File: src/sv/yuyv_to_planar_420_converter_macros.svh
// Assertion macros for the YUYV to planar 4:2:0 converter.
`ifndef YUYV_TO_PLANAR_420_CONVERTER_MACROS_SVH
`define YUYV_TO_PLANAR_420_CONVERTER_MACROS_SVH

// Check a consequent in the same cycle as its antecedent.
`define Y2P_ASSERT_NOW(label, ante, cons) \
	label: assert property (@(posedge clk) disable iff (!arst_n) (ante) |-> (cons)) \
		else $error("y2p assertion failed");

// Check a consequent in the cycle after its antecedent.
`define Y2P_ASSERT_NEXT(label, ante, cons) \
	label: assert property (@(posedge clk) disable iff (!arst_n) (ante) |=> (cons)) \
		else $error("y2p assertion failed");

`endif

File: src/sv/y2p_pkg.sv
// Types and constants of the YUYV to planar 4:2:0 converter.
package y2p_pkg;

	localparam int LUMA_ADDR_W   = 24;
	localparam int CHROMA_ADDR_W = 25;
	localparam int BYTE_W        = 8;

	// Configuration port
	localparam int WIDTH_PAIRS_W  = 12;
	localparam int FRAME_HEIGHT_W = 13;
	localparam int CFG_IDX_W      = 2;
	localparam int CFG_DATA_W     = 13;
	localparam int CLAMP_W        = 14;
	localparam int WIDTH_PAIRS_RST  = 320;
	localparam int FRAME_HEIGHT_RST = 480;

	localparam logic [CFG_IDX_W-1:0] CFG_WIDTH_PAIRS  = 2'd0;
	localparam logic [CFG_IDX_W-1:0] CFG_FRAME_HEIGHT = 2'd1;

	typedef struct packed {
		logic [BYTE_W-1:0] luma_first;
		logic [BYTE_W-1:0] chroma_blue;
		logic [BYTE_W-1:0] luma_second;
		logic [BYTE_W-1:0] chroma_red;
	} pix_t;

	typedef struct packed {
		logic [LUMA_ADDR_W-1:0]   luma_address;
		logic [BYTE_W-1:0]        luma_out_first;
		logic [BYTE_W-1:0]        luma_out_second;
		logic [CHROMA_ADDR_W-1:0] chroma_address;
		logic [BYTE_W-1:0]        chroma_value;
		logic                     chroma_is_red;
		logic                     frame_done;
	} wr_t;

endpackage

File: src/sv/yuyv_to_planar_420_converter.sv
// Top level of the YUYV 4:2:2 to planar 4:2:0 write generator.
//
// Each accepted YUYV macropixel (Y0 U Y1 V) yields one write transaction: the
// two luma bytes with their Y plane address, and one chroma byte (U on even
// rows, V on odd rows) with its U or V plane address. The block takes one
// macropixel per clock cycle unless wr_ready holds the output back; a result
// passes through a three stage pipeline (capture and count, multiply, add)
// whose first stage loads on the accepting edge. Column and row counters
// advance on every accepted macropixel and wrap
// to zero after the last one of the frame, which is flagged by frame_done.
// Configuration writes are always taken (cfg_ready is high) and must be
// issued while the pipeline is empty; out of range values are saturated to
// [1, MAX_WIDTH_PAIRS] and [1, MAX_HEIGHT] when written.
`include "yuyv_to_planar_420_converter_macros.svh"

module yuyv_to_planar_420_converter #(
	parameter int MAX_WIDTH_PAIRS = 2048,
	parameter int MAX_HEIGHT      = 4096
) (
	input  logic                             clk,
	input  logic                             arst_n,
	input  logic                             pix_valid,
	output logic                             pix_ready,
	input  y2p_pkg::pix_t                    pix_data,
	output logic                             wr_valid,
	input  logic                             wr_ready,
	output y2p_pkg::wr_t                     wr_data,
	input  logic                             cfg_valid,
	output logic                             cfg_ready,
	input  logic [y2p_pkg::CFG_IDX_W-1:0]    cfg_index,
	input  logic [y2p_pkg::CFG_DATA_W-1:0]   cfg_data
);

	localparam int WP_W    = $clog2(MAX_WIDTH_PAIRS + 1);
	localparam int H_W     = $clog2(MAX_HEIGHT + 1);
	localparam int COL_W   = (MAX_WIDTH_PAIRS > 1) ? $clog2(MAX_WIDTH_PAIRS) : 1;
	localparam int ROW_W   = $clog2(MAX_HEIGHT);
	localparam int PLANE_W = WP_W + H_W + 1;
	localparam int LP_W    = ROW_W + 1 + WP_W;
	localparam int CP_W    = ROW_W + WP_W;
	localparam int CMPC_W  = WP_W + 1;
	localparam int CMPR_W  = H_W + 1;
	localparam int LA_W    = y2p_pkg::LUMA_ADDR_W;
	localparam int CA_W    = y2p_pkg::CHROMA_ADDR_W;
	localparam int CL_W    = y2p_pkg::CLAMP_W;

	localparam logic [WP_W-1:0] WP_RST = WP_W'(
		(MAX_WIDTH_PAIRS < y2p_pkg::WIDTH_PAIRS_RST) ? MAX_WIDTH_PAIRS
			: y2p_pkg::WIDTH_PAIRS_RST);
	localparam logic [H_W-1:0] H_RST = H_W'(
		(MAX_HEIGHT < y2p_pkg::FRAME_HEIGHT_RST) ? MAX_HEIGHT
			: y2p_pkg::FRAME_HEIGHT_RST);

	// Configuration registers, held saturated
	logic [WP_W-1:0] wp_q;
	logic [H_W-1:0]  h_q;
	logic [CL_W-1:0] raw_wp, raw_h, sat_wp, sat_h;

	// Frame position counters
	logic [COL_W-1:0] col_q;
	logic [ROW_W-1:0] row_q;
	logic             row_end, frame_end;

	// Pipeline control
	logic v1_q, v2_q, v3_q;
	logic en1, en2, en3;
	logic pix_accept;

	// Stage 1: captured payload and position
	y2p_pkg::pix_t    pix_s1;
	logic [COL_W-1:0] col_s1;
	logic [ROW_W-1:0] row_s1;
	logic             done_s1;

	// Stage 2: products
	logic [LA_W-1:0]            luma_prod_s2;
	logic [CA_W-1:0]            choff_s2;
	logic [PLANE_W-1:0]         plane_s2;
	logic [COL_W-1:0]           col_s2;
	logic                       odd_s2;
	logic [y2p_pkg::BYTE_W-1:0] y0_s2, y1_s2, chroma_s2;
	logic                       done_s2;

	// Stage 3: result register
	y2p_pkg::wr_t wr_s3;

	// Saturate written values into range
	assign raw_wp = CL_W'(cfg_data[y2p_pkg::WIDTH_PAIRS_W-1:0]);
	assign raw_h  = CL_W'(cfg_data[y2p_pkg::FRAME_HEIGHT_W-1:0]);

	always_comb begin
		if (raw_wp == '0) begin
			sat_wp = CL_W'(1);
		end else if (raw_wp > CL_W'(MAX_WIDTH_PAIRS)) begin
			sat_wp = CL_W'(MAX_WIDTH_PAIRS);
		end else begin
			sat_wp = raw_wp;
		end
		if (raw_h == '0) begin
			sat_h = CL_W'(1);
		end else if (raw_h > CL_W'(MAX_HEIGHT)) begin
			sat_h = CL_W'(MAX_HEIGHT);
		end else begin
			sat_h = raw_h;
		end
	end

	assign cfg_ready = 1'b1;

	// Write configuration registers
	always_ff @(posedge clk or negedge arst_n) begin
		if (!arst_n) begin
			wp_q <= WP_RST;
			h_q  <= H_RST;
		end else if (cfg_valid && cfg_ready) begin
			case (cfg_index)
				y2p_pkg::CFG_WIDTH_PAIRS:  wp_q <= sat_wp[WP_W-1:0];
				y2p_pkg::CFG_FRAME_HEIGHT: h_q  <= sat_h[H_W-1:0];
				default: ;
			endcase
		end
	end

	// Advance each stage when the one after it is free
	assign en3        = !v3_q || wr_ready;
	assign en2        = !v2_q || en3;
	assign en1        = !v1_q || en2;
	assign pix_ready  = en1;
	assign pix_accept = pix_valid && pix_ready;

	// End of row and end of frame for the current position
	assign row_end   = (CMPC_W'(col_q) + CMPC_W'(1)) >= CMPC_W'(wp_q);
	assign frame_end = row_end && ((CMPR_W'(row_q) + CMPR_W'(1)) >= CMPR_W'(h_q));

	// Step the counters on each accepted transaction
	always_ff @(posedge clk or negedge arst_n) begin
		if (!arst_n) begin
			col_q <= '0;
			row_q <= '0;
		end else if (pix_accept) begin
			if (frame_end) begin
				col_q <= '0;
				row_q <= '0;
			end else if (row_end) begin
				col_q <= '0;
				row_q <= row_q + ROW_W'(1);
			end else begin
				col_q <= col_q + COL_W'(1);
			end
		end
	end

	// Stage valid bits
	always_ff @(posedge clk or negedge arst_n) begin
		if (!arst_n) begin
			v1_q <= 1'b0;
			v2_q <= 1'b0;
			v3_q <= 1'b0;
		end else begin
			if (en1) begin
				v1_q <= pix_valid;
			end
			if (en2) begin
				v2_q <= v1_q;
			end
			if (en3) begin
				v3_q <= v2_q;
			end
		end
	end

	// Stage 1: capture payload and position
	always_ff @(posedge clk) begin
		if (pix_accept) begin
			pix_s1  <= pix_data;
			col_s1  <= col_q;
			row_s1  <= row_q;
			done_s1 <= frame_end;
		end
	end

	// Stage 2: row and plane products, pick the chroma byte
	always_ff @(posedge clk) begin
		if (en2 && v1_q) begin
			luma_prod_s2 <= LA_W'(LP_W'({row_s1, 1'b0}) * LP_W'(wp_q));
			choff_s2     <= CA_W'(CP_W'(row_s1 >> 1) * CP_W'(wp_q) + CP_W'(col_s1));
			plane_s2     <= PLANE_W'({wp_q, 1'b0}) * PLANE_W'(h_q);
			col_s2       <= col_s1;
			odd_s2       <= row_s1[0];
			y0_s2        <= pix_s1.luma_first;
			y1_s2        <= pix_s1.luma_second;
			chroma_s2    <= row_s1[0] ? pix_s1.chroma_red : pix_s1.chroma_blue;
			done_s2      <= done_s1;
		end
	end

	// Stage 3: final address sums into the result register
	always_ff @(posedge clk) begin
		if (en3 && v2_q) begin
			wr_s3.luma_address    <= luma_prod_s2 + LA_W'({col_s2, 1'b0});
			wr_s3.luma_out_first  <= y0_s2;
			wr_s3.luma_out_second <= y1_s2;
			wr_s3.chroma_address  <= CA_W'(plane_s2) + choff_s2
				+ (odd_s2 ? CA_W'(plane_s2 >> 2) : CA_W'(0));
			wr_s3.chroma_value    <= chroma_s2;
			wr_s3.chroma_is_red   <= odd_s2;
			wr_s3.frame_done      <= done_s2;
		end
	end

	assign wr_valid = v3_q;
	assign wr_data  = wr_s3;

	// Counters wrap after the last macropixel of the frame
	`Y2P_ASSERT_NEXT(a_frame_wrap, pix_accept && frame_end, col_q == '0 && row_q == '0)
	// A row end moves to the start of the next row
	`Y2P_ASSERT_NEXT(a_row_step, pix_accept && row_end && !frame_end,
		col_q == '0 && row_q == $past(row_q) + ROW_W'(1))
	// Inside a row the column moves by one and the row holds
	`Y2P_ASSERT_NEXT(a_col_step, pix_accept && !row_end,
		col_q == $past(col_q) + COL_W'(1) && row_q == $past(row_q))
	// Input is refused only when every stage is full and wr_ready is low
	`Y2P_ASSERT_NOW(a_full_stall, !pix_ready, v1_q && v2_q && v3_q && !wr_ready)

endmodule

File: config.mk
export PLATFORM = sky130hd
export DESIGN_NAME = yuyv_to_planar_420_converter
export DESIGN_NICKNAME = d
export VERILOG_FILES = /design/src/sv/y2p_pkg.sv /design/src/sv/yuyv_to_planar_420_converter.sv
export VERILOG_INCLUDE_DIRS = /design/src /design/src/sv
export SDC_FILE = /design/constraint.sdc
export NUM_CORES = 1
export LEC_CHECK = 0
export BUFFER_PORTS_ARGS = -buffer_cell sky130_fd_sc_hd__buf_2
export CAP_MARGIN = 20
export CORE_ASPECT_RATIO = 0.9
export CORE_UTILIZATION = 60
export DETAILED_ROUTE_END_ITERATION = 10
export HOLD_SLACK_MARGIN = 0.03
export PLACE_DENSITY_LB_ADDON = 0.05
export SETUP_SLACK_MARGIN = 0.4
export SYNTH_ARGS = -nofsm -noshare
export SYNTH_HDL_FRONTEND = slang
export SYNTH_SLANG_ARGS = --single-unit
File: constraint.sdc
create_clock -name clk -period 6.14 [get_ports clk]
set_input_delay 0.307 -clock clk [delete_from_list [all_inputs] [get_ports clk]]
set_output_delay 0.307 -clock clk [all_outputs]
set_load 0.005 [all_outputs]
# ---- Word level (Yosys, flattened, before mapping)
# Cells that the tools add are included.
dict set report classes {
  add_sub_neg 8
  multipliers 3
  div 0
  n_lt_le_gt_ge 4
  n_eq_ne 1
  shift 0
  n_mux 10
  n_bitwise 0
  n_reduce_logical 17
}
# cell n
set op_table {}
lappend op_table {{2-to-1 mux 12 bit} 4}
lappend op_table {{logical NOT 14 bit} 2}
lappend op_table {{2-to-1 mux 13 bit} 2}
lappend op_table {{adder 25 x 24 -> 25 bit} 1}
lappend op_table {{adder 25 bit} 1}
lappend op_table {{multiplier 12 x 13 -> 25 bit} 1}
lappend op_table {{adder 23 x 11 -> 24 bit} 1}
lappend op_table {{adder 24 x 12 -> 24 bit} 1}
lappend op_table {{2-to-1 mux 24 bit} 1}
lappend op_table {{multiplier 11 x 12 -> 23 bit} 1}
lappend op_table {{multiplier 12 x 12 -> 23 bit} 1}
lappend op_table {{2-to-1 mux 11 bit} 2}
lappend op_table {{adder 12 x 1 -> 13 bit (second input constant)} 1}
lappend op_table {{greater-or-equal comparator 13 bit} 1}
lappend op_table {{greater-than comparator 13 bit (second input constant)} 1}
lappend op_table {{adder 11 x 1 -> 12 bit (second input constant)} 1}
lappend op_table {{adder 12 x 1 -> 12 bit (second input constant)} 1}
lappend op_table {{greater-or-equal comparator 12 bit} 1}
lappend op_table {{greater-than comparator 12 bit (second input constant)} 1}
lappend op_table {{adder 11 x 1 -> 11 bit (second input constant)} 1}
lappend op_table {{2-to-1 mux 8 bit} 1}
lappend op_table {{AND reduction 2 bit} 3}
lappend op_table {{logical AND 1 bit} 4}
lappend op_table {{logical NOT 1 bit} 3}
lappend op_table {{4 further kinds} 6}
dict set report totals {
  regBits 292
  latchBits 0
  mem_bits_rw 0
  romBits 0
  inputBits 52
  wordCells 73
  mem_count 0
}

# ---- Logic depth before layout (Yosys ltp)
dict set report depth {
  word_depth 6
  depth_mapped 22
  mapped_depth_nobuf 20
}

# ---- Worst setup path before layout
# Ideal clock, no wire load.
dict set report synth_timing {
  path_type {reg2reg}
  startpoint {reg wp_q[8]}
  endpoint {reg choff_s2[22] (data pin)}
  arrival_time_ps 5283
  t_required_ps 5882
  setup_slack_ps 599
  stages_incl_launch_ff 21
  n_path_buf 3
  period_less_slack_ps 5541
  path_cell_list {dfstp_2 clkbuf_1 clkbuf_1 nand2_1 fa_1 inv_1 fa_1 fa_1 fa_1 inv_1 fa_1 inv_1 ha_1 clkbuf_1 a21oi_1 o21ai_1 a21oi_1 a21boi_1 a311o_1 a21oi_1 xnor2_1}
}
dict set report synth_via {
  elab_chain_len 2
}
# item line
set synth_lines {}
lappend synth_lines {{from (decl)} yuyv_to_planar_420_converter.sv:55} ;# logic [WP_W-1:0] wp_q;
lappend synth_lines {{from (signal assigned)} yuyv_to_planar_420_converter.sv:117} ;# y2p_pkg::CFG_WIDTH_PAIRS: wp_q <= sat_wp[WP_W-1:0];
lappend synth_lines {{multiplier 11 x 12 -> 23 bit} yuyv_to_planar_420_converter.sv:186} ;# choff_s2 <= CA_W'(CP_W'(row_s1 >> 1) * CP_W'(wp_q) + CP_W'(col_s1));
lappend synth_lines {{adder 23 x 11 -> 24 bit} yuyv_to_planar_420_converter.sv:186}
lappend synth_lines {{to (signal assigned)} yuyv_to_planar_420_converter.sv:186}
lappend synth_lines {{to (decl)} yuyv_to_planar_420_converter.sv:77} ;# logic [CA_W-1:0] choff_s2;
# Every way passes these cells.
# A chain may end at the register's enable or synchronous reset.

# ---- Final worst setup path
dict set report layout_timing {
  startpoint {reg wp_q[8]}
  endpoint {reg choff_s2[23] (data pin)}
}
# Same word-level chain as after synthesis.

==> summary.md <==
| Metric | Value |
|---|---|
| Count of cell types in the netlist | 73 |
| Fill cell count | 3348 |
| Synth Area in Adders | 36.3% |
| Die H | 201 um |
| Post-Syn Nets | 3140 |
| Post-Route WL | 65.1 mm |
| Ports | 130 |
| Mapped cell area | 26500 um^2 |
| Detailed placement HPWL | 50.6 mm |
| Pre-Repair DR Iteration Count | 5 |
| Max Freq | 0.178 GHz |
| Setup WS post-layout | 0.522 ns |
| First-pass GRT wire length | 104 mm |
| Synth top area share | 27.1% |
| Crit start category | flip-flop |
| Largest family of logic cells by synthesized area | adder cells |
| Grt ovf | 0 |
| DP Worst Slack | 0.227 ns |
| Synthesis-to-layout area growth | 11.4% |
| Avg Cell Area, Syn | 10.5 um^2 |
| Number of max-cap violations | 0 |
| Yosys reg bits | 290 |
| Crit path max-delay family | adder cells |
| Crit Path Category | reg2reg |
| Max Slew Vio Count | 0 |
| CTS root buf | clkbuf_16 |
| Die width | 223 um |
| CP max-delay cell | dfstp_4 |
| Ys Warns | 0 |
| Max transition margin | 31.4% |
| Final period util | 91.5% |
| Floorplan core area | 43200 um^2 |
| Simple-Gate Fraction of Synth Area | 11.5% |
| Leak | 0.0142 uW |
| Post-synthesis sequential area ratio | 32.0% |
| Post-route minimum period | 5.62 ns |
| Post-synth EDFFs | 239 |
| Asr flop ratio synth | 17.6% |
| Total track usage | 30.1% |
| Area contributors post-synth | edfxtp_1, fa_1, ha_1, inv_1, dfrtp_1 |
| Row cnt | 72 |
| Port bufs | 127 |
| Worst Tran Pin Value | 1.02 ns |
| Vias in the first global route | 19500 |
| Cell taking the most area after synthesis | edfxtp_1 |
| DRC viols | 0 |
| TritonCTS Buffers | 34 |
| Vias per inst | 5.69 |
| Share of cells above drive strength 1 | 10.8% |
| CTS Buffer Depth | 3 |
| Synth Area in Compound Gates | 7.88% |
| Worst skew pair latency | 0.55 ns |
| Critical Path RT | 6.55 ns |
| Slowest Stage Delay on Critical Path | 0.72 ns |
| Initial antenna violation count | 2 |
| Antenna Nets Post-Route | 0 |
| Max IR drop VDD | 271 uV |
| Largest net degree at the start of global routing | 67 |
| Die area | 44900 um^2 |
| Worst Hold Class | in2reg |
| CP Max Fanout | 7 |
| Routed WL per cell | 19.9 um |
| Top cell by count, worst path | fa_1 |
| Post-synthesis mux area share | 0.709% |
| Prevailing post-synth register cell | edfxtp_1 |
| Hold Violations, Final | 0 |
| Nets | 3316 |
| Crit end category | flip-flop |
| Gpl congestion | 0.935 |
| Initial drt markers | 1153 |
| Vias | 18600 |
| Final setup viols | 0 |
| Buffers and inverters on the worst path | 4 |
| Critical Path AT | 6.03 ns |
| Worst-path cell chain | buf_4, nand2_1, fa_1, inv_1, fa_1, inv_1, fa_1, inv_1, fa_1, ha_1, ha_1, a41oi_1, o21ai_1, a21oi_1, nor3b_1, a21oi_1, or4b_1, nand4b_1 |
| Clk_skew | 0.0191 ns |
| Fin Setup TNS | 0 ns |
| Total number of H-tree levels | 2 |
| Status | finished, final reports clean |
| Clock slew seen by the registers of the worst setup and hold paths | 0.06 ns |
| RSZ-0062 raised after global routing | true |
| Initial core utilization | 61.2% |
| Clock sinks | 290 |
| Mapped Cells | 2516 |
| Synth Area in XOR/XNOR | 3.34% |
| PwrDens | 424 nW/um^2 |
| CTS tree | built |
## through the flow
stage / power (uW) / hold WS [ns] / util [%] / cells / instance area [um^2]
CTS: 12400 / 0.0350 / 67.6 / 3250 / 29200
finish: 12500 / 0.0576 / 68.2 / 3271 / 29500
global route: 13600 / 0.0555 / 68.2 / 3271 / 29500
global placement: 10100 / 0.400 / 64.1 / 3153 / 27700
floorplan: 8380 / 0.0114 / - / 2516 / 26500
detailed placement: 10300 / 0.405 / 64.1 / 3153 / 27700
## cells in the mapped netlist (all sizes together) (27+ instances only)
cell	n
a21oi	78
ha	248
nor2	119
and2	108
o21ai	66
xnor2	70
a21o	30
edfxtp	239
fa	324
nand2	270
xor2	31
dfrtp	45
clkbuf	67
inv	497
a22o	27
## cell type report
class / count / area, um^2 / share of cell area [%]
Timing Repair Buffer: 213 / 1400 / 4.74
Clock buffer: 38 / 887 / 3.01
Tap cell: 555 / 694 / 2.36
Sequential cell: 290 / 8480 / 28.8
Clock inverter: 21 / 215 / 0.730
Antenna cell: 1 / 2.50 / 0.00849
Multi-Input combinational cell: 1652 / 15900 / 54.0
Inverter: 501 / 1890 / 6.42
## state kept, by name, indices dropped and copies added, names as in the netlist
signal and flops:
wr_valid 1, wr_data 74, luma_prod_s2 23, col_s1 11, row_q 12, plane_s2 25
pix_s1 32, h_q 13, wp_q 12, odd_s2 1, col_q 11, y1_s2 8
chroma_s2 8, done_s1 1, v2_q 1, row_s1 12, done_s2 1, col_s2 11
v1_q 1, y0_s2 8, choff_s2 24
## path summary, 6_finish.rpt
path | startpoint | to | slack (ns) | cells past startpoint
setup / recovery | wp_q[8] | choff_s2[23] | 0.52 | 18
hold / removal | wr_ready | wr_valid | 0.06 | 3
setup reg to reg | wp_q[8] | choff_s2[23] | 0.52 | 18
hold reg to reg | pix_s1[31] | y0_s2[7] | 0.42 | 0
max in group asynchronous | arst_n | wp_q[9] | 5.15 | 3
min in group asynchronous | arst_n | h_q[12] | 0.45 | 3
## placed cells by master, fill, tap and decap left out, types with 8 or more instances in the layout
cell type / netlist / layout
ha_1: 248 / 242
buf_2: 1 / 127
nand2b_1: 18 / 18
buf_4: 4 / 46
a22o_1: 27 / 27
edfxtp_1: 239 / 239
nor2_1: 118 / 118
o21bai_1: 10 / 10
nand4_1: 8 / 8
o21a_1: 16 / 16
dfrtp_2: 0 / 8
and2_1: 108 / 105
nor3_1: 24 / 24
nand3_1: 23 / 23
xnor2_1: 70 / 70
xor2_1: 31 / 31
a211oi_1: 10 / 10
o21ai_0: 64 / 61
nor2b_1: 23 / 23
inv_1: 497 / 495
mux2_2: 14 / 14
clkbuf_16: 0 / 35
and3_1: 19 / 18
dlygate4sd3_1: 0 / 36
fa_1: 324 / 323
o211ai_1: 15 / 15
a21oi_1: 78 / 76
nand2_1: 270 / 270
dfrtp_1: 45 / 36
a31oi_1: 9 / 9
a21o_1: 30 / 30
clkinv_2: 0 / 9
## power by group
part           total (uW)  internal, uW  switching, uW
registers            3460          3010            447
logic                6990          2920           4070
clock network        2060          1210            849
## cell families (layout without fill, tap and decap cells)
| kind of cell | count (synthesis) | after routing |
|---|---|---|
| other cells | 2 | 3 |
| fa+ha+maj | 574 | 574 |
| compound gates | 313 | 313 |
| flops | 290 | 290 |
| xor+xnor | 101 | 101 |
| mux | 17 | 17 |
| buf+inv | 574 | 773 |
| simple gates | 645 | 645 |
## timing repair
action | CTS | global route
pin swaps | 0 | 7
hold buffers | 36 | 0
gates resized for setup | 7 | 32
buffers inserted | 2 | 20
hold endpoints to repair | 80 | 0
setup endpoints to repair | 13 | 19
## per-layer routing
| layer | vias up | GRT usage [%] | part of all wire, % |
|---|---|---|---|
| li1 | 8506 | - | - |
| met1 | 9252 | 40.2 | 41 |
| met2 | 687 | 49.3 | 48 |
| met3 | 154 | 5.13 | 7.8 |
| met4 | 0 | 12.3 | 4.0 |
| met5 | - | 0.538 | 0 |
## worst min-delay path, stage by stage
cell      delay, ns
buf_2          0.09
nand2b_1       0.11
nand2b_1       0.06
(Power assumes the default switching activity.)
